--- config.mk ---
export PLATFORM = sky130hd
export DESIGN_NAME = text_case_stream
export DESIGN_NICKNAME = d
export VERILOG_FILES = /design/src/rtl/tcs_pkg.sv /design/src/rtl/tcs_front.sv /design/src/rtl/tcs_queue.sv /design/src/rtl/tcs_back.sv /design/src/rtl/text_case_stream.sv
export SDC_FILE = /design/constraint.sdc
export NUM_CORES = 1
export LEC_CHECK = 0
export ABC_CLOCK_PERIOD_IN_PS = 15500
export BUFFER_PORTS_ARGS = -buffer_cell sky130_fd_sc_hd__buf_2
export CAP_MARGIN = 15
export CORE_ASPECT_RATIO = 1.1
export CORE_UTILIZATION = 68
export CTS_BUF_LIST = sky130_fd_sc_hd__clkbuf_4 sky130_fd_sc_hd__clkbuf_8
export DETAILED_ROUTE_END_ITERATION = 10
export PLACE_DENSITY = 0.88
export REMOVE_ABC_BUFFERS = 1
export SLEW_MARGIN = 10
export SYNTH_ARGS = -nofsm -noshare
export SYNTH_HDL_FRONTEND = slang
export SYNTH_SLANG_ARGS = --single-unit
--- constraint.sdc ---
create_clock -name aclk -period 15.5 [get_ports aclk]
set_input_delay 2.325 -clock aclk [delete_from_list [all_inputs] [get_ports aclk]]
set_output_delay 2.325 -clock aclk [all_outputs]
set_load 0.05 [all_outputs]
--- src/rtl/tcs_pkg.sv ---
// Shared types, codes and constants of the text case stream block.
package tcs_pkg;

    // Separator set and banner padding limits
    localparam int SEP_SET_SIZE = 4;
    localparam int PAD_BYTES    = 8;
    // Separator slots that the 32-bit register can actually hold
    localparam int SEP_SLOTS    = (SEP_SET_SIZE < 4) ? SEP_SET_SIZE : 4;

    // Default depth of the job queue between front and back
    localparam int TCS_FIFO_DEPTH = 4;

    // Character codes
    localparam logic [7:0] CH_DOT     = 8'h2E;
    localparam logic [7:0] CH_BANG    = 8'h21;
    localparam logic [7:0] CH_QUERY   = 8'h3F;
    localparam logic [7:0] CH_NEWLINE = 8'h0A;
    localparam logic [7:0] CH_UNDER   = 8'h5F;
    localparam logic [7:0] CH_SPACE   = 8'h20;
    localparam logic [7:0] CH_NUL     = 8'h00;

    // Configuration register indexes
    localparam logic [2:0] REG_CASE_MODE   = 3'd0;
    localparam logic [2:0] REG_NL_RESTART  = 3'd1;
    localparam logic [2:0] REG_SEP_CHARS   = 3'd2;
    localparam logic [2:0] REG_SEP_COUNT   = 3'd3;
    localparam logic [2:0] REG_GAP_TEXT    = 3'd4;
    localparam logic [2:0] REG_GAP_LEN     = 3'd5;
    localparam logic [2:0] REG_PAD_TEXT    = 3'd6;
    localparam logic [2:0] REG_PAD_LEN     = 3'd7;

    // Case modes; code 7 is unused and behaves as plain
    typedef enum logic [2:0] {
        MODE_PROPER = 3'd0,
        MODE_CAPS   = 3'd1,
        MODE_BANNER = 3'd2,
        MODE_LOWER  = 3'd3,
        MODE_RANSOM = 3'd4,
        MODE_TITLE  = 3'd5,
        MODE_PLAIN  = 3'd6
    } mode_t;

    // Kind of work queued for the back end
    typedef enum logic {
        JOB_CHAR = 1'b0,
        JOB_GAP  = 1'b1
    } kind_t;

    // One queued request: what to emit and the index of its last byte
    typedef struct packed {
        kind_t      kind;
        logic [7:0] char_byte;
        logic [3:0] last_idx;
    } job_t;

    // Configuration register set
    typedef struct packed {
        logic [2:0]  case_mode;
        logic        newline_restarts;
        logic [31:0] sep_chars;
        logic [2:0]  sep_count;
        logic [63:0] gap_text;
        logic [3:0]  gap_len;
        logic [63:0] pad_text;
        logic [3:0]  pad_len;
    } cfg_t;

endpackage

--- src/rtl/tcs_front.sv ---
// Front end: classifies each input byte, tracks positions and queues output work.
module tcs_front
    import tcs_pkg::*;
(
    input  logic       aclk,
    input  logic       aresetn,
    input  cfg_t       cfg,
    input  logic       in_valid,
    input  logic [7:0] in_byte,
    output logic       in_ready,
    output logic       push,
    output job_t       push_job,
    input  logic       full
);

    logic       word_first_reg, word_first_next;
    logic [1:0] word_res_reg, word_res_next;
    logic       sent_first_reg, sent_first_next;
    logic [1:0] sent_res_reg, sent_res_next;

    logic       accept;
    logic       term;
    logic       sep;
    logic       emits;
    logic       is_banner;
    logic [7:0] conv;
    logic [3:0] pad_last;
    logic [3:0] gap_last;

    // Residue mod 3 of a value up to 11
    function automatic logic [1:0] mod3_small(input logic [3:0] x);
        logic [3:0] r;
        begin
            r = x;
            if (r >= 4'd9) begin
                r = r - 4'd9;
            end else if (r >= 4'd6) begin
                r = r - 4'd6;
            end else if (r >= 4'd3) begin
                r = r - 4'd3;
            end
            mod3_small = r[1:0];
        end
    endfunction

    // Byte mod 3: base-4 digits each weigh one mod 3
    function automatic logic [1:0] mod3_byte(input logic [7:0] c);
        logic [3:0] s;
        begin
            s = 4'(c[1:0]) + 4'(c[3:2]) + 4'(c[5:4]) + 4'(c[7:6]);
            mod3_byte = mod3_small(s);
        end
    endfunction

    function automatic logic [1:0] inc3(input logic [1:0] x);
        begin
            inc3 = (x inside {2'd2, 2'd3}) ? 2'd0 : x + 2'd1;
        end
    endfunction

    function automatic logic [7:0] to_up(input logic [7:0] c);
        begin
            to_up = (c inside {[8'h61:8'h7A]}) ? c - 8'h20 : c;
        end
    endfunction

    function automatic logic [7:0] to_low(input logic [7:0] c);
        begin
            to_low = (c inside {[8'h41:8'h5A]}) ? c + 8'h20 : c;
        end
    endfunction

    assign in_ready = !full;
    assign accept   = in_valid && !full;

    // Classify: terminal punctuation and separator membership
    always_comb begin
        term = (in_byte inside {CH_DOT, CH_BANG, CH_QUERY}) ||
               (cfg.newline_restarts && in_byte == CH_NEWLINE);
        sep = 1'b0;
        for (int i = 0; i < SEP_SLOTS; i++) begin
            if (4'(i) < {1'b0, cfg.sep_count} && cfg.sep_chars[8*i +: 8] == in_byte &&
                in_byte != CH_NUL) begin
                sep = 1'b1;
            end
        end
    end

    // Convert the letter case according to mode
    always_comb begin
        logic       sent0;
        logic       word0;
        logic [1:0] a;
        logic [1:0] b;
        logic [1:0] r;
        logic [3:0] prod;
        logic [3:0] total;
        logic [7:0] o;
        sent0 = !term && sent_first_reg;
        word0 = !term && word_first_reg;
        a     = term ? 2'd0 : inc3(word_res_reg);
        b     = term ? 2'd0 : inc3(sent_res_reg);
        prod  = 4'(a) * 4'(b);
        total = prod + 4'(a) + 4'(b) + 4'(mod3_byte(in_byte)) + 4'd1;
        r     = mod3_small(total);
        case (r)
            2'd0:    o = to_low(in_byte);
            2'd1:    o = to_up(in_byte);
            default: o = in_byte[0] ? to_up(in_byte) : to_low(in_byte);
        endcase
        if (in_byte[7]) begin
            conv = in_byte;
        end else begin
            case (cfg.case_mode)
                MODE_PROPER:              conv = sent0 ? to_up(in_byte) : to_low(in_byte);
                MODE_CAPS, MODE_BANNER:   conv = to_up(in_byte);
                MODE_LOWER:               conv = to_low(in_byte);
                MODE_RANSOM:              conv = sent0 ? to_up(o) : o;
                MODE_TITLE:               conv = word0 ? to_up(in_byte) : to_low(in_byte);
                default:                  conv = in_byte;
            endcase
        end
    end

    // Work out the last byte index of the queued request
    always_comb begin
        is_banner = (cfg.case_mode == MODE_BANNER);
        if (cfg.pad_len == 4'd0) begin
            pad_last = 4'd1;
        end else if (cfg.pad_len > 4'(PAD_BYTES)) begin
            pad_last = 4'(PAD_BYTES);
        end else begin
            pad_last = cfg.pad_len;
        end
        gap_last = (cfg.gap_len > 4'd8) ? 4'd7 : cfg.gap_len - 4'd1;
        emits    = sep ? (cfg.gap_len != 4'd0) : (in_byte != CH_NUL);
        push_job.kind      = sep ? JOB_GAP : JOB_CHAR;
        push_job.char_byte = conv;
        push_job.last_idx  = sep ? gap_last : (is_banner ? pad_last : 4'd0);
    end

    assign push = accept && emits;

    // Advance word and sentence positions
    always_comb begin
        sent_first_next = sent_first_reg;
        sent_res_next   = sent_res_reg;
        if (term) begin
            sent_first_next = 1'b1;
            sent_res_next   = 2'd0;
        end else if (!(sep && sent_first_reg)) begin
            sent_first_next = 1'b0;
            sent_res_next   = inc3(sent_res_reg);
        end
        if (term || sep) begin
            word_first_next = 1'b1;
            word_res_next   = 2'd0;
        end else begin
            word_first_next = 1'b0;
            word_res_next   = inc3(word_res_reg);
        end
    end

    // Hold positions until a byte is accepted
    always_ff @(posedge aclk) begin
        if (!aresetn) begin
            word_first_reg <= 1'b1;
            word_res_reg   <= 2'd0;
            sent_first_reg <= 1'b1;
            sent_res_reg   <= 2'd0;
        end else if (accept) begin
            word_first_reg <= word_first_next;
            word_res_reg   <= word_res_next;
            sent_first_reg <= sent_first_next;
            sent_res_reg   <= sent_res_next;
        end
    end

endmodule

--- src/rtl/tcs_queue.sv ---
// Short job queue that decouples the front end from the back end.
module tcs_queue
    import tcs_pkg::*;
#(
    parameter int DEPTH = TCS_FIFO_DEPTH
) (
    input  logic aclk,
    input  logic aresetn,
    input  logic push,
    input  job_t push_job,
    output logic full,
    input  logic pop,
    output job_t head_job,
    output logic empty
);

    localparam int PTR_W = (DEPTH > 1) ? $clog2(DEPTH) : 1;
    localparam int CNT_W = $clog2(DEPTH + 1);

    job_t             mem_reg [DEPTH];
    logic [PTR_W-1:0] wr_ptr_reg;
    logic [PTR_W-1:0] rd_ptr_reg;
    logic [CNT_W-1:0] count_reg;
    logic             do_push;
    logic             do_pop;

    function automatic logic [PTR_W-1:0] ptr_inc(input logic [PTR_W-1:0] p);
        begin
            ptr_inc = (p == PTR_W'(DEPTH - 1)) ? '0 : p + 1'b1;
        end
    endfunction

    assign full     = (count_reg == CNT_W'(DEPTH));
    assign empty    = (count_reg == '0);
    assign do_push  = push && !full;
    assign do_pop   = pop && !empty;
    assign head_job = mem_reg[rd_ptr_reg];

    // Store requests
    always_ff @(posedge aclk) begin
        if (do_push) begin
            mem_reg[wr_ptr_reg] <= push_job;
        end
    end

    // Advance pointers and fill count
    always_ff @(posedge aclk) begin
        if (!aresetn) begin
            wr_ptr_reg <= '0;
            rd_ptr_reg <= '0;
            count_reg  <= '0;
        end else begin
            if (do_push) begin
                wr_ptr_reg <= ptr_inc(wr_ptr_reg);
            end
            if (do_pop) begin
                rd_ptr_reg <= ptr_inc(rd_ptr_reg);
            end
            if (do_push && !do_pop) begin
                count_reg <= count_reg + 1'b1;
            end else if (!do_push && do_pop) begin
                count_reg <= count_reg - 1'b1;
            end
        end
    end

    a_count_grows: assert property (@(posedge aclk) disable iff (!aresetn)
        do_push && !do_pop |=> count_reg == $past(count_reg) + 1'b1)
        else $error("queue count did not follow a lone push");

endmodule

--- src/rtl/tcs_back.sv ---
// Back end: expands queued requests into output bytes, one per cycle unless m_tready stalls.
module tcs_back
    import tcs_pkg::*;
(
    input  logic       aclk,
    input  logic       aresetn,
    input  cfg_t       cfg,
    input  job_t       head_job,
    input  logic       empty,
    output logic       pop,
    output logic       m_tvalid,
    input  logic       m_tready,
    output logic [7:0] m_tdata,
    output logic       m_tlast
);

    logic [3:0] idx_reg, idx_next;
    logic       m_tvalid_reg;
    logic [7:0] m_tdata_reg;
    logic       m_tlast_reg;

    logic       head_valid;
    logic       out_free;
    logic       emit;
    logic       is_last;
    logic [7:0] byte_sel;
    logic [2:0] pad_idx;

    assign head_valid = !empty;
    assign out_free   = !m_tvalid_reg || m_tready;
    assign emit       = out_free && head_valid;
    assign is_last    = (idx_reg == head_job.last_idx);
    assign pop        = emit && is_last;
    assign idx_next   = is_last ? 4'd0 : idx_reg + 4'd1;
    assign pad_idx    = 3'(idx_reg - 4'd1);

    // Pick the byte at the current index of the head request
    always_comb begin
        case (head_job.kind)
            JOB_GAP: byte_sel = cfg.gap_text[{idx_reg[2:0], 3'b000} +: 8];
            JOB_CHAR: begin
                if (idx_reg == 4'd0) begin
                    byte_sel = head_job.char_byte;
                end else if (cfg.pad_len == 4'd0) begin
                    byte_sel = CH_UNDER;
                end else begin
                    byte_sel = cfg.pad_text[{pad_idx, 3'b000} +: 8];
                end
            end
            default: byte_sel = head_job.char_byte;
        endcase
    end

    // Hold control state of the output register and byte index
    always_ff @(posedge aclk) begin
        if (!aresetn) begin
            m_tvalid_reg <= 1'b0;
            idx_reg      <= 4'd0;
        end else if (emit) begin
            m_tvalid_reg <= 1'b1;
            idx_reg      <= idx_next;
        end else if (m_tready) begin
            m_tvalid_reg <= 1'b0;
        end
    end

    // Load output payload
    always_ff @(posedge aclk) begin
        if (emit) begin
            m_tdata_reg <= byte_sel;
            m_tlast_reg <= is_last;
        end
    end

    assign m_tvalid = m_tvalid_reg;
    assign m_tdata  = m_tdata_reg;
    assign m_tlast  = m_tlast_reg;

    a_pop_marks_last: assert property (@(posedge aclk) disable iff (!aresetn)
        pop |=> m_tvalid_reg && m_tlast_reg)
        else $error("request retired without a last byte");

    a_idx_in_range: assert property (@(posedge aclk) disable iff (!aresetn)
        head_valid |-> idx_reg <= head_job.last_idx)
        else $error("byte index ran past the request");

    a_idx_needs_head: assert property (@(posedge aclk) disable iff (!aresetn)
        idx_reg != 4'd0 |-> head_valid)
        else $error("byte index left over with no request queued");

endmodule

--- src/rtl/text_case_stream.sv ---
// Top level of the text case stream: configuration registers, front, queue and back.
//
//  Channel   Dir  Handshake            Payload
//  s_        in   s_tvalid/s_tready    s_tdata[7:0] = in_byte
//  m_        out  m_tvalid/m_tready    m_tdata[7:0] = out_byte, m_tlast = run_last
//  cfg_      in   cfg_wr_en            cfg_index[2:0], cfg_wdata[63:0]
//
// The front accepts one byte per cycle while the job queue (FIFO_DEPTH entries) has room.
// The back emits one byte per cycle while a request is queued and m_tready does not hold
// the output; an input byte yields 0 to 9 bytes, and the output register sets the rate.
// An accepted byte passes through the queue entry and then the output register to m_tdata.
// Reset is synchronous and active low; it restores defaults and clears the queue.
// A low m_tready holds the output register; the queue then fills and s_tready drops.
module text_case_stream
    import tcs_pkg::*;
#(
    parameter int FIFO_DEPTH = TCS_FIFO_DEPTH
) (
    input  logic        aclk,
    input  logic        aresetn,
    input  logic        s_tvalid,
    output logic        s_tready,
    input  logic [7:0]  s_tdata,    // [7:0] in_byte
    output logic        m_tvalid,
    input  logic        m_tready,
    output logic [7:0]  m_tdata,    // [7:0] out_byte
    output logic        m_tlast,
    input  logic        cfg_wr_en,
    input  logic [2:0]  cfg_index,
    input  logic [63:0] cfg_wdata
);

    cfg_t cfg_reg;
    logic push;
    job_t push_job;
    logic full;
    logic pop;
    job_t head_job;
    logic empty;

    // Write configuration registers
    always_ff @(posedge aclk) begin
        if (!aresetn) begin
            cfg_reg.case_mode        <= MODE_PROPER;
            cfg_reg.newline_restarts <= 1'b0;
            cfg_reg.sep_chars        <= {24'd0, CH_SPACE};
            cfg_reg.sep_count        <= 3'd1;
            cfg_reg.gap_text         <= {56'd0, CH_SPACE};
            cfg_reg.gap_len          <= 4'd1;
            cfg_reg.pad_text         <= {56'd0, CH_SPACE};
            cfg_reg.pad_len          <= 4'd1;
        end else if (cfg_wr_en) begin
            case (cfg_index)
                REG_CASE_MODE:  cfg_reg.case_mode        <= cfg_wdata[2:0];
                REG_NL_RESTART: cfg_reg.newline_restarts <= cfg_wdata[0];
                REG_SEP_CHARS:  cfg_reg.sep_chars        <= cfg_wdata[31:0];
                REG_SEP_COUNT:  cfg_reg.sep_count        <= cfg_wdata[2:0];
                REG_GAP_TEXT:   cfg_reg.gap_text         <= cfg_wdata;
                REG_GAP_LEN:    cfg_reg.gap_len          <= cfg_wdata[3:0];
                REG_PAD_TEXT:   cfg_reg.pad_text         <= cfg_wdata;
                REG_PAD_LEN:    cfg_reg.pad_len          <= cfg_wdata[3:0];
                default:        cfg_reg.case_mode        <= cfg_reg.case_mode;
            endcase
        end
    end

    tcs_front u_front (
        .aclk     (aclk),
        .aresetn  (aresetn),
        .cfg      (cfg_reg),
        .in_valid (s_tvalid),
        .in_byte  (s_tdata),
        .in_ready (s_tready),
        .push     (push),
        .push_job (push_job),
        .full     (full)
    );

    tcs_queue #(
        .DEPTH (FIFO_DEPTH)
    ) u_queue (
        .aclk     (aclk),
        .aresetn  (aresetn),
        .push     (push),
        .push_job (push_job),
        .full     (full),
        .pop      (pop),
        .head_job (head_job),
        .empty    (empty)
    );

    tcs_back u_back (
        .aclk     (aclk),
        .aresetn  (aresetn),
        .cfg      (cfg_reg),
        .head_job (head_job),
        .empty    (empty),
        .pop      (pop),
        .m_tvalid (m_tvalid),
        .m_tready (m_tready),
        .m_tdata  (m_tdata),
        .m_tlast  (m_tlast)
    );

endmodule
==> metrics.cfg <==
[status]
status = completed

[flow_run]
maxCapViolCount = 0

[drt]
first_iter_violations = 799
via_per_inst = 6.02
wirelength_um = 29800
route.detailed.drc = 0
wl_per_cell_um = 18.4
first_pass_iters = 5
antenna_left = 0
vias = 9752

[synth]
synth_top_family_by_area = simple AND/OR/NAND/NOR gates
synthAdderAreaFrac_pct = 4.25
synth_area_um2 = 12500
synth.most_common_cell = nand2_1
synth-compound-area-share_pct = 14.5
async_reset_ff_share_pct = 0
synth-simple-area-share_pct = 17.2
synth_commonest_cells = nand2_1, dfxtp_1, a21boi_0, clkbuf_1, edfxtp_1
yosysWarnings = 0
synth_flop_cell = dfxtp_1
synth_top_area_share_pct = 31.1
synth.area.mux_share_pct = 11.4
synth_area_leader_cell = dfxtp_1
synth_cell_types = 68
ys_seq_elements = 256
synthTopCellsByArea = dfxtp_1, edfxtp_1, nand2_1
synth_edf_count = 61
avgSynthCellArea_um2 = 9.71
ys_seq_area_share_pct = 45.7
synth_cells = 1292
synthXorXnorAreaFrac_pct = 3.28

[grt]
met3_usage_pct = 7.36
grt_usage_pct = 32.0
grt-ovfl-total = 0
grt_util_met1_pct = 39.6
grt.busiest_layer = met2
antenna_found_initial = 2
grt_max_degree = 129
grt_pass1_vias = 9330
use_met2_pct = 54.2
grt_pass1_wl_um = 47600

[cts]
htree_levels = 2
cts_resized = 0
tritoncts = done
cts_setup_buffers = 0
root_buffer = clkbuf_8
hold_buffers = 0
cts.path.max_buffers = 3
cts_made_buffers = 42
path_clk_slew_ns = 0.06
clock_sinks = 256
clk_latency_ns = 0.56

[finish]
largest_reg_flops = 175
drive_gt1_share_pct = 17.5
n_fill_cell = 1152
final_nets = 1465
area_growth_pct = 10.7

[floorplan]
pin_count = 91
num_rows = 51
die_area_um2 = 19000
die_x_um = 132
fp.coreArea_um2 = 17900
floorplan.initialDensity_pct = 70.2
die_y_um = 144

[setup_path]
ff2ff_path_depth = 20
r2r_start = cfg_reg[171]$_SDFFE_PN0P_
r2r_end = u_queue.mem_reg[0][10]$_DFFE_PP_
crit_start = s_tdata[0]
critPathCaptureType = register
crit_type = input pin to register
crit_path_end = u_queue.mem_reg[0][10]$_DFFE_PP_
setup.worst_path.start_class = input pin
reg2reg_setup_slack_ns = 8.58
crit_required_ns = 15.78
crit_arrival_ns = 10.04
crit_fanout = 18

[power]
ir_drop_mv = 0.264
total_power_mw = 2.32
power.leakage_nw = 5.00
powerDensity_nw_per_um2 = 167

[sta]
setup_viol = 0
drv_slew = 0
rsz0062_at_grt = false
skew_ns = 0.0249
fin_crit_ns = 9.76
worst_pin_slew_ns = 1.12
fmax_ghz = 0.102
finalSetupTns_ns = 0
fin_crit_sh_pct = 63.0
slew-limit-headroom_pct = 24.9
fin_ws_ns = 5.74
finalHoldViolations = 0

[hold_path]
hold_class = register to register

[placed_design]
place.port_buffers = 90
dp_hpwl_um = 19900
gp_congestion = 0.983
dp_slack_ns = 5.26

-- cell type report --
class | count | area (um2) | share of cell area (%)
inverters | 27 | 101 | 0.730
well taps | 238 | 298 | 2.14
clock inverters | 14 | 76.3 | 0.549
clock buffers | 62 | 759 | 5.47
diodes | 2 | 5.00 | 0.0360
repair buffers | 102 | 543 | 3.91
multi-input cells | 920 | 6370 | 45.9
flip-flops and latches | 256 | 5740 | 41.3
-- per-stage QoR --
stage	hold slack, ns	utilization (%)	instance area, um2	std cells
floorplan	0.433	-	12200	1203
global placement	0.448	73.0	13000	1542
detailed placement	0.457	73.0	13000	1542
CTS	0.465	77.7	13900	1618
global route	0.486	77.8	13900	1621
finish	0.462	77.8	13900	1621
-- routing by layer --
| layer | vias to the layer above | wire length [um] | part of all wire [%] |
|---|---|---|---|
| met4 | 0 | 893 | 3.0 |
| met5 | - | 0 | 0 |
| met1 | 4713 | 12100 | 41 |
| met3 | 61 | 2310 | 7.8 |
| li1 | 4590 | - | - |
| met2 | 388 | 14400 | 48 |
-- cells in the final DEF (no fill, tap or decap), drive strengths merged, types with 6 or more instances in the layout --
cell / netlist / layout
inv: 27 / 28
mux2: 12 / 12
a21oi: 19 / 19
nand4: 12 / 12
nand3: 12 / 12
a211oi: 6 / 6
nand2: 368 / 368
edfxtp: 61 / 61
or3: 7 / 7
clkbuf: 75 / 62
a21boi: 162 / 162
nor2b: 22 / 22
clkinv: 0 / 12
nand2b: 9 / 9
fa: 11 / 11
o21ai: 21 / 21
o22ai: 8 / 8
xor2: 12 / 12
buf: 14 / 102
nor2: 24 / 24
xnor2: 35 / 35
mux4: 45 / 45
ha: 25 / 25
dfxtp: 195 / 195
mux2i: 28 / 28
and2: 10 / 10
nor3: 11 / 11
-- kinds of logic after synthesis --
logic type,after synthesis
DFF,256
AOI/OAI and AO/OA,251
buffers and inverters,116
adders and majority gates,36
muxes,85
xor gates and xnor gates,47
and+or+nand+nor,501
-- critical path, cell delays in order --
cell and delay [ns]:
buf_2 0.32, ha_1 0.23, fa_1 0.43, fa_1 0.45, ha_1 0.23, fa_1 0.59
inv_1 0.06, a21oi_1 0.16, o32a_1 0.18, o211ai_1 0.10, o21a_1 0.14, fa_1 0.50
fa_1 0.44, fa_1 0.54, inv_1 0.04, ha_1 0.19, fa_1 0.51, or3b_1 0.45
a2111oi_0 0.49, a31oi_1 0.12, and3_1 0.32, o22a_1 0.28, ha_1 0.28, inv_1 0.04
o41a_1 0.40, o22a_1 0.22
-- where the power goes --
group | switching (mW) | total (mW) | internal (mW)
Sequential | 0.0313 | 0.775 | 0.744
Clock | 0.266 | 0.582 | 0.316
Combinational | 0.566 | 0.960 | 0.394
-- how the worst min path moves through the flow --
stage,from,to,slack (ns),cells after the start
4_1_cts,cfg_reg[18]$_SDFFE_PN0P_,cfg_reg[18]$_SDFFE_PN0P_,0.46,2
2_1_floorplan,cfg_reg[9]$_SDFFE_PN1P_,cfg_reg[9]$_SDFFE_PN1P_,0.43,2
6_report,cfg_reg[18]$_SDFFE_PN0P_,cfg_reg[18]$_SDFFE_PN0P_,0.46,2
5_1_grt,cfg_reg[18]$_SDFFE_PN0P_,cfg_reg[18]$_SDFFE_PN0P_,0.49,2
3_5_place_dp,cfg_reg[18]$_SDFFE_PN0P_,cfg_reg[18]$_SDFFE_PN0P_,0.46,2
3_3_place_gp,cfg_reg[94]$_SDFFE_PN0P_,cfg_reg[94]$_SDFFE_PN0P_,0.45,2
(Power assumes the default switching activity.)
